File: config.mk
export PLATFORM = sky130hd
export DESIGN_NAME = frame_difference_pixel_mask_unit
export DESIGN_NICKNAME = d
export VERILOG_FILES = /design/src/rtl/fdpm_pkg.sv /design/src/rtl/fdpm_window.sv /design/src/rtl/fdpm_mask.sv /design/src/rtl/frame_difference_pixel_mask_unit.sv
export SDC_FILE = /design/constraint.sdc
export NUM_CORES = 2
export LEC_CHECK = 0
export ABC_AREA = 1
export BUFFER_PORTS_ARGS = -buffer_cell sky130_fd_sc_hd__buf_2
export CAP_MARGIN = 20
export CELL_PAD_IN_SITES_DETAIL_PLACEMENT = 0
export CELL_PAD_IN_SITES_GLOBAL_PLACEMENT = 1
export CORE_MARGIN = 1
export CORE_UTILIZATION = 54
export CTS_CLUSTER_SIZE = 8
export DETAILED_ROUTE_END_ITERATION = 10
export MAX_ROUTING_LAYER = met4
export PLACE_DENSITY = 0.92
export SYNTH_ARGS = -nofsm -noshare
export SYNTH_HDL_FRONTEND = slang
export SYNTH_SLANG_ARGS = --single-unit
File: constraint.sdc
create_clock -name clk -period 22.7 [get_ports clk]
set_input_delay 1.135 -clock clk [delete_from_list [all_inputs] [get_ports clk]]
set_output_delay 1.135 -clock clk [all_outputs]
set_load 0.02 [all_outputs]
File: src/rtl/fdpm_pkg.sv
// Shared types, constants and helpers of the frame difference pixel mask.
package fdpm_pkg;

	localparam int COUNTER_BITS = 12;
	// Wide enough for a counter or configured size plus a margin, without overflow.
	localparam int CMP_W = ((COUNTER_BITS > 12) ? COUNTER_BITS : 12) + 2;
	localparam int CH_W = 8;
	localparam int NUM_CH = 3;
	localparam int PIX_W = CH_W * NUM_CH;
	localparam int WIN = 5;
	localparam int PHASE_W = 2;
	localparam int LAST_PHASE = 2;
	localparam int MIN_WIDTH = 5;

	typedef logic [PIX_W-1:0] pix_t;
	typedef logic [COUNTER_BITS-1:0] cnt_t;
	typedef logic [2:0] reg_idx_t;

	localparam reg_idx_t REG_LINE_PIXELS = 3'd0;
	localparam reg_idx_t REG_FRAME_LINES = 3'd1;
	localparam reg_idx_t REG_BORDER_MARGIN = 3'd2;
	localparam reg_idx_t REG_BLUE_LIMIT = 3'd3;
	localparam reg_idx_t REG_GREEN_LIMIT = 3'd4;
	localparam reg_idx_t REG_RED_LIMIT = 3'd5;

	typedef struct packed {
		logic [11:0] line_pixels;
		logic [11:0] frame_lines;
		logic [7:0] border_margin;
		logic [7:0] blue_limit;
		logic [7:0] green_limit;
		logic [7:0] red_limit;
	} cfg_t;

	// One result's worth of window, position and flags, handed to the mask logic.
	typedef struct packed {
		logic valid;
		pix_t [WIN-1:0] ref_win;
		pix_t [WIN-1:0] cur_win;
		pix_t pixel;
		cnt_t col;
		cnt_t row;
		logic line_end;
		logic frame_end;
		logic burst_last;
	} sel_t;

	typedef struct packed {
		pix_t pixel;
		logic line_end;
		logic frame_end;
		logic burst_last;
	} res_t;

	function automatic logic [11:0] eff_width(input cfg_t c);
		return (c.line_pixels < 12'(MIN_WIDTH)) ? 12'(MIN_WIDTH) : c.line_pixels;
	endfunction

	function automatic logic [11:0] eff_height(input cfg_t c);
		return (c.frame_lines == 12'd0) ? 12'd1 : c.frame_lines;
	endfunction

endpackage

File: src/rtl/fdpm_window.sv
// Pixel history, line and row counters, and the window stage that sequences results.
module fdpm_window (
	input  logic           clk,
	input  logic           arst_n,
	input  logic           in_valid,
	output logic           in_ready,
	input  fdpm_pkg::pix_t ref_pix,
	input  fdpm_pkg::pix_t cur_pix,
	input  fdpm_pkg::cfg_t cfg,
	input  logic           advance,
	output fdpm_pkg::sel_t sel
);
	import fdpm_pkg::*;

	typedef struct packed {
		pix_t [WIN-1:0] ref_win;
		pix_t [WIN-1:0] cur_win;
		cnt_t col;
		cnt_t row;
		logic last;
		logic frame_last;
		logic emit;
	} item_t;

	localparam int FULL = WIN + 2;

	pix_t ref_hist_q [4];
	pix_t cur_hist_q [4];
	cnt_t col_q;
	cnt_t row_q;
	logic valid_s1;
	logic [PHASE_W-1:0] phase_s1;
	item_t item_s1;

	logic accept;
	logic last_in;
	logic frame_last_in;
	logic final_phase;
	logic done;
	item_t item_d;
	pix_t ref_full [FULL];
	pix_t cur_full [FULL];

	assign last_in = (CMP_W'(col_q) + CMP_W'(1)) >= CMP_W'(eff_width(cfg));
	assign frame_last_in = (CMP_W'(row_q) + CMP_W'(1)) >= CMP_W'(eff_height(cfg));
	assign accept = in_valid && in_ready;
	assign final_phase = !item_s1.last || (phase_s1 == PHASE_W'(LAST_PHASE));
	assign done = valid_s1 && (!item_s1.emit || (advance && final_phase));
	assign in_ready = !valid_s1 || done;

	always_comb begin
		item_d.ref_win[0] = ref_hist_q[3];
		item_d.ref_win[1] = ref_hist_q[2];
		item_d.ref_win[2] = ref_hist_q[1];
		item_d.ref_win[3] = ref_hist_q[0];
		item_d.ref_win[4] = ref_pix;
		item_d.cur_win[0] = cur_hist_q[3];
		item_d.cur_win[1] = cur_hist_q[2];
		item_d.cur_win[2] = cur_hist_q[1];
		item_d.cur_win[3] = cur_hist_q[0];
		item_d.cur_win[4] = cur_pix;
		item_d.col = col_q;
		item_d.row = row_q;
		item_d.last = last_in;
		item_d.frame_last = frame_last_in;
		item_d.emit = last_in || (col_q >= cnt_t'(2));
	end

	always_ff @(posedge clk or negedge arst_n) begin
		if (!arst_n) begin
			for (int k = 0; k < 4; k++) begin
				ref_hist_q[k] <= '0;
				cur_hist_q[k] <= '0;
			end
			col_q <= '0;
			row_q <= '0;
		end else if (accept) begin
			if (last_in) begin
				for (int k = 0; k < 4; k++) begin
					ref_hist_q[k] <= '0;
					cur_hist_q[k] <= '0;
				end
				col_q <= '0;
				row_q <= frame_last_in ? '0 : row_q + cnt_t'(1);
			end else begin
				for (int k = 3; k > 0; k--) begin
					ref_hist_q[k] <= ref_hist_q[k-1];
					cur_hist_q[k] <= cur_hist_q[k-1];
				end
				ref_hist_q[0] <= ref_pix;
				cur_hist_q[0] <= cur_pix;
				col_q <= col_q + cnt_t'(1);
			end
		end
	end

	always_ff @(posedge clk or negedge arst_n) begin
		if (!arst_n) begin
			valid_s1 <= 1'b0;
			phase_s1 <= '0;
		end else begin
			if (accept) begin
				valid_s1 <= 1'b1;
			end else if (done) begin
				valid_s1 <= 1'b0;
			end
			if (valid_s1 && item_s1.emit && advance) begin
				phase_s1 <= final_phase ? '0 : phase_s1 + PHASE_W'(1);
			end
		end
	end

	always_ff @(posedge clk) begin
		if (accept) begin
			item_s1 <= item_d;
		end
	end

	// Lines end in zeros: the two slots past the newest pixel are empty.
	always_comb begin
		for (int k = 0; k < WIN; k++) begin
			ref_full[k] = item_s1.ref_win[k];
			cur_full[k] = item_s1.cur_win[k];
		end
		for (int k = WIN; k < FULL; k++) begin
			ref_full[k] = '0;
			cur_full[k] = '0;
		end
		for (int j = 0; j < WIN; j++) begin
			sel.ref_win[j] = ref_full[3'(phase_s1) + 3'(j)];
			sel.cur_win[j] = cur_full[3'(phase_s1) + 3'(j)];
		end
		sel.valid = valid_s1 && item_s1.emit;
		sel.pixel = cur_full[3'(phase_s1) + 3'(2)];
		sel.col = item_s1.col - cnt_t'(2) + cnt_t'(phase_s1);
		sel.row = item_s1.row;
		sel.line_end = item_s1.last && final_phase;
		sel.frame_end = item_s1.last && final_phase && item_s1.frame_last;
		sel.burst_last = final_phase;
	end

endmodule

File: src/rtl/fdpm_mask.sv
// Box averages, difference test and border test for one result pixel.
module fdpm_mask (
	input  fdpm_pkg::sel_t sel,
	input  fdpm_pkg::cfg_t cfg,
	output fdpm_pkg::res_t res
);
	import fdpm_pkg::*;

	localparam int SUM_W = CH_W + 3;
	localparam int PROD_W = SUM_W + 16;
	localparam int DIV5_RECIP = 52429;
	localparam int DIV5_SHIFT = 18;

	// Exact quotient by five for every sum of five channel values.
	function automatic logic [CH_W-1:0] div5(input logic [SUM_W-1:0] x);
		logic [PROD_W-1:0] p;
		p = PROD_W'(x) * PROD_W'(DIV5_RECIP);
		return p[DIV5_SHIFT +: CH_W];
	endfunction

	logic [SUM_W-1:0] sum_ref [NUM_CH];
	logic [SUM_W-1:0] sum_cur [NUM_CH];
	logic [CH_W-1:0] avg_ref [NUM_CH];
	logic [CH_W-1:0] avg_cur [NUM_CH];
	logic [CH_W-1:0] diff [NUM_CH];
	logic [CH_W-1:0] lim [NUM_CH];
	logic keep;
	logic border;
	logic [CMP_W-1:0] row_w, col_w, m_w, w_w, h_w;

	assign lim[0] = cfg.blue_limit;
	assign lim[1] = cfg.green_limit;
	assign lim[2] = cfg.red_limit;

	always_comb begin
		keep = 1'b0;
		for (int ch = 0; ch < NUM_CH; ch++) begin
			sum_ref[ch] = '0;
			sum_cur[ch] = '0;
			for (int j = 0; j < WIN; j++) begin
				sum_ref[ch] = sum_ref[ch] + SUM_W'(sel.ref_win[j][ch*CH_W +: CH_W]);
				sum_cur[ch] = sum_cur[ch] + SUM_W'(sel.cur_win[j][ch*CH_W +: CH_W]);
			end
			avg_ref[ch] = div5(sum_ref[ch]);
			avg_cur[ch] = div5(sum_cur[ch]);
			diff[ch] = (avg_ref[ch] > avg_cur[ch]) ? avg_ref[ch] - avg_cur[ch]
			                                       : avg_cur[ch] - avg_ref[ch];
			keep = keep || (diff[ch] > lim[ch]);
		end
	end

	// Upper border tests are written as position plus margin, so nothing goes negative.
	always_comb begin
		row_w = CMP_W'(sel.row);
		col_w = CMP_W'(sel.col);
		m_w = CMP_W'(cfg.border_margin);
		w_w = CMP_W'(eff_width(cfg));
		h_w = CMP_W'(eff_height(cfg));
		border = (row_w < m_w) || ((row_w + m_w) > h_w)
		      || (col_w < m_w) || ((col_w + m_w) > w_w);
		res.pixel = (keep && !border) ? sel.pixel : '0;
		res.line_end = sel.line_end;
		res.frame_end = sel.frame_end;
		res.burst_last = sel.burst_last;
	end

endmodule

File: src/rtl/frame_difference_pixel_mask_unit.sv
// Frame difference pixel mask: top level with configuration registers and result register.
//
// The block takes one pixel pair per request (reference and current frame, BGR, raster
// order) and can accept a new request in every clock cycle, bar the stalls below. Each
// result pixel is the current pixel, kept when the truncated five-pixel horizontal box
// average of any channel differs between the two frames by more than that channel's
// limit, and zeroed otherwise or inside the border margin. Results trail the input by
// two columns: the first two requests of a line give no result, and the request that ends
// a line gives three results, for its own column and the two before it. That line-end
// request holds the single window stage, s_tready low, until the one result register has
// taken all three; s_tready is also low while a result waits on m_tready. Otherwise the
// rate is one pixel per cycle. A result goes from the window stage through the mask logic
// into the output register. m_tlast marks the last pixel of a line, m_tuser[0] the last
// pixel of a frame and m_tuser[1] the last result that a request causes. Configuration
// registers must only be written while the block is idle, with all results delivered.
module frame_difference_pixel_mask_unit (
	input  logic        clk,
	input  logic        arst_n,
	// Pixel pair requests.
	input  logic        s_tvalid,
	output logic        s_tready,
	// From bit 0: ref_blue, ref_green, ref_red, cur_blue, cur_green, cur_red.
	input  logic [47:0] s_tdata,
	// Result requests.
	output logic        m_tvalid,
	input  logic        m_tready,
	// From bit 0: out_blue, out_green, out_red.
	output logic [23:0] m_tdata,
	// line_end.
	output logic        m_tlast,
	// From bit 0: frame_end, burst_last.
	output logic [1:0]  m_tuser,
	// Configuration writes.
	input  logic        cfg_we,
	input  logic [2:0]  cfg_index,
	input  logic [11:0] cfg_data
);
	import fdpm_pkg::*;

	cfg_t cfg_q;
	sel_t sel;
	res_t res_d;
	res_t res_q;
	logic m_valid_q;
	logic advance;

	// The result register can take a new result when empty or when being emptied.
	assign advance = !m_valid_q || m_tready;

	always_ff @(posedge clk or negedge arst_n) begin
		if (!arst_n) begin
			cfg_q.line_pixels <= 12'd640;
			cfg_q.frame_lines <= 12'd480;
			cfg_q.border_margin <= 8'd20;
			cfg_q.blue_limit <= 8'd10;
			cfg_q.green_limit <= 8'd10;
			cfg_q.red_limit <= 8'd5;
		end else if (cfg_we) begin
			case (cfg_index)
				REG_LINE_PIXELS: begin
					cfg_q.line_pixels <= cfg_data;
				end
				REG_FRAME_LINES: begin
					cfg_q.frame_lines <= cfg_data;
				end
				REG_BORDER_MARGIN: begin
					cfg_q.border_margin <= cfg_data[7:0];
				end
				REG_BLUE_LIMIT: begin
					cfg_q.blue_limit <= cfg_data[7:0];
				end
				REG_GREEN_LIMIT: begin
					cfg_q.green_limit <= cfg_data[7:0];
				end
				REG_RED_LIMIT: begin
					cfg_q.red_limit <= cfg_data[7:0];
				end
				default: begin
				end
			endcase
		end
	end

	// History, counters and the window stage, handing out one result per cycle on advance.
	fdpm_window u_window (
		.clk      (clk),
		.arst_n   (arst_n),
		.in_valid (s_tvalid),
		.in_ready (s_tready),
		.ref_pix  (s_tdata[23:0]),
		.cur_pix  (s_tdata[47:24]),
		.cfg      (cfg_q),
		.advance  (advance),
		.sel      (sel)
	);

	// Averages, difference and border decisions for the selected result.
	fdpm_mask u_mask (
		.sel (sel),
		.cfg (cfg_q),
		.res (res_d)
	);

	always_ff @(posedge clk or negedge arst_n) begin
		if (!arst_n) begin
			m_valid_q <= 1'b0;
		end else if (advance) begin
			m_valid_q <= sel.valid;
		end
	end

	always_ff @(posedge clk) begin
		if (advance && sel.valid) begin
			res_q <= res_d;
		end
	end

	assign m_tvalid = m_valid_q;
	assign m_tdata = res_q.pixel;
	assign m_tlast = res_q.line_end;
	assign m_tuser = {res_q.burst_last, res_q.frame_end};

endmodule

==> flow_summary_export.csv <==
group,metric,value,unit
outcome,outcome,"finished clean",
global_route,grt_start_max_net_pins,152,
detailed_routing,finalWirelength,134000,um
floorplan,die_w,316,um
place,detailedPlace.worstSlack,7.89,ns
sta,tightest_slew,1.03,ns
sta,drv_slew,0,
cells_and_area,diodes,0,
place,hpwl,103000,um
detailed_routing,drc,0,
sta,finalHoldViolCount,0,
detailed_routing,wire_per_inst,16.9,um
global_route,grt_usage,0.279,
global_route,grt_pass1_vias,41700,
yosys,synth_top_area_cell,"edfxtp_1",
floorplan,die-area,100000,sq um
clocking,cts_setup_buffers,0,
sta,finalCriticalPeriod,14.90,ns
setup_path,startpoint_type,"register",
cells_and_area,drive_gt1_frac,0.0400,
sta,min_period_over_period,0.657,
sta,finalSetupTns,0,ns
yosys,synth_cell_types,55,
floorplan,ios,97,
clocking,cts.path.max_buffers,3,
setup_path,worstPathMaxFanout,69,
clocking,numCtsBuffers,83,
clocking,cts_max_level,3,
yosys,synth_most_common_cell,"nand2_1",
yosys,synth_top_cell_area_share,0.166,
sta,setup_viol,0,
detailed_routing,dr.pass1.iters,6,
job,maxCapViolations,0,
sta,slew_headroom,0.313,
sta,rsz0062_at_grt,"false",
yosys,avgSynthCellArea,8.13,sq um
floorplan,fp.coreArea,97300,sq um
yosys,synth_warnings,0,
global_route,grt_pass1_wl,217000,um
detailed_routing,via_count,42400,
setup_path,crit_required,23.19,ns
yosys,synthTopCellsByCount,"nand2_1, inv_1, ha_1, o21ai_0, nor2_1",
setup_path,cp_slowest_cell,"dfrtp_4",
sta,fin_worst_skew,0.0498,ns
cells_and_area,area_growth,7.48,%
clocking,cts_hold_buffers,0,
global_route,antenna_found_initial,0,
clocking,clock_latency,0.69,ns
setup_path,worst_path_most_repeated_cell,"nand2_1",
yosys,syn_inst,6561,
yosys,yosysSeqAreaShare,0.295,
clocking,cts.sinks,570,
setup_path,cp.arrival,15.39,ns
clocking,clkTransAtPathRegs,0.05,ns
global_route,grt_overflow,0,
min_path,hp-class,"register to register",
clocking,cts_tree,"yes",
yosys,synth.area.top_cells,"edfxtp_1, ha_1, fa_1",
setup_path,path_class,"register to register",
cells_and_area,layout.nets,7678,
detailed_routing,initialDrtViolationCount,3509,
yosys,async_flop_share,0.484,
yosys,syn-num-nets,7658,
setup_path,max_stage_delay,0.85,ns
detailed_routing,drt.antenna.violating_nets,0,
floorplan,die_y,316,um
clocking,post_cts_resized,0,
sta,layout_setup_ws,7.80,ns
detailed_routing,avgViaCountPerCell,5.36,
setup_path,endpoint_kind,"register",
floorplan,start_util,0.548,
floorplan,rows,114,
sta,worst_hold_slack,0.435,ns
cells_and_area,fillers,8795,
yosys,netlist_area,53300,sq um
sta,fmax,67.1,MHz
place,gp_congestion,0.931,
place,buffer_ports.inserted,96,
clocking,root_buffer,"clkbuf_16",
yosys,ys.flop_type,"edfxtp_1",
yosys,ys_ff_latch,570,
yosys,synth_edf_count,294,
## sequential cells by signal, summed over array words and instances, names as in the netlist
signal               count
m_tvalid                 1
cfg_q                   56
u_window.cur_full      120
u_window.row_q          12
u_window.phase_s1        2
u_window.item_d         96
u_window.sel            12
m_tdata                 24
m_tuser                  2
u_window.cur_hist_q     96
u_window.item_s1       135
m_tlast                  1
u_window.valid_s1        1
u_window.col_q          12
## critical path, delay by kind of cell (launching register included)
| family | cells | cell delay [ns] |
|---|---|---|
| AOI/OAI and AO/OA | 9 | 1.89 |
| xor gates and xnor gates | 3 | 0.74 |
| adders and majority gates | 14 | 6.22 |
| buffers and inverters | 11 | 1.48 |
| DFF | 1 | 0.85 |
| and+or+nand+nor | 25 | 3.41 |
## cell families (layout without fill, tap and decap cells)
| logic type | Yosys count | count (layout) | share of synthesized area |
|---|---|---|---|
| AND/OR/NAND/NOR | 2298 | 2298 | 0.172 |
| buffers and inverters | 1426 | 1509 | 0.104 |
| AO/OA/AOI/OAI | 1053 | 1053 | 0.109 |
| adder cells (fa/ha/maj) | 1029 | 1029 | 0.289 |
| flip-flops | 570 | 570 | 0.295 |
| XOR/XNOR | 178 | 178 | 0.0292 |
| multiplexers | 7 | 7 | 0.00136 |
## layer usage
metal / GRT usage / routed length, um / vias up
li1: - / - / 21100
met1: 0.391 / 62900 / 20100
met2: 0.433 / 60500 / 1115
met3: 0.0354 / 7840 / 152
met4: 0.0651 / 2300 / 0
met5: - / 0 / -
## final timing paths
kind,slack [ns],depth (start not counted),endpoint,start
hold / removal,0.43,0,u_window.item_s1[152]$_DFFE_PP_,u_window.item_d[152]$_DFFE_PN0P_
min in group asynchronous,0.46,1,u_window.item_d[225]$_DFFE_PN0P_,arst_n
max in group asynchronous,20.90,2,cfg_q[30]$_DFFE_PN0P_,arst_n
setup / recovery,7.80,62,m_tdata[8]$_SDFFCE_PN0P_,u_window.phase_s1[0]$_DFFE_PN0P_
hold reg to reg,0.43,0,u_window.item_s1[152]$_DFFE_PP_,u_window.item_d[152]$_DFFE_PN0P_
setup reg to reg,7.80,62,m_tdata[8]$_SDFFCE_PN0P_,u_window.phase_s1[0]$_DFFE_PN0P_
## final cells by class
type                            instances  area (sq um)  area share
Sequential cell                       570         15800       0.275
Clock buffer                          140          2330      0.0407
Inverter                             1239          4670      0.0814
Timing Repair Buffer                  122           711      0.0124
Multi-Input combinational cell       4565         32100       0.560
Tap cell                             1276          1600      0.0279
Clock inverter                          8           181     0.00317
## metrics by stage
step / cell area (sq um) / instances / utilization
floorplan: 53300 / 6561 / -
global placement: 54800 / 7772 / 0.563
detailed placement: 54800 / 7772 / 0.563
CTS: 57300 / 7920 / 0.589
global route: 57300 / 7920 / 0.589
finish: 57300 / 7920 / 0.589
## cells in the final DEF, fill, tap and decap left out, drive strengths merged, types with 120 or more instances in the layout
cell    count
clkbuf    140
nand3     197
a21oi     282
inv      1240
ha        690
buf       122
o21ai     503
fa        339
edfxtp    294
dfrtp     262
nand2    1600
xor2      120
nor2      375
Power is not shown: default switching activity piles up to over one toggle a cycle in this logic, so the estimate is an artifact.
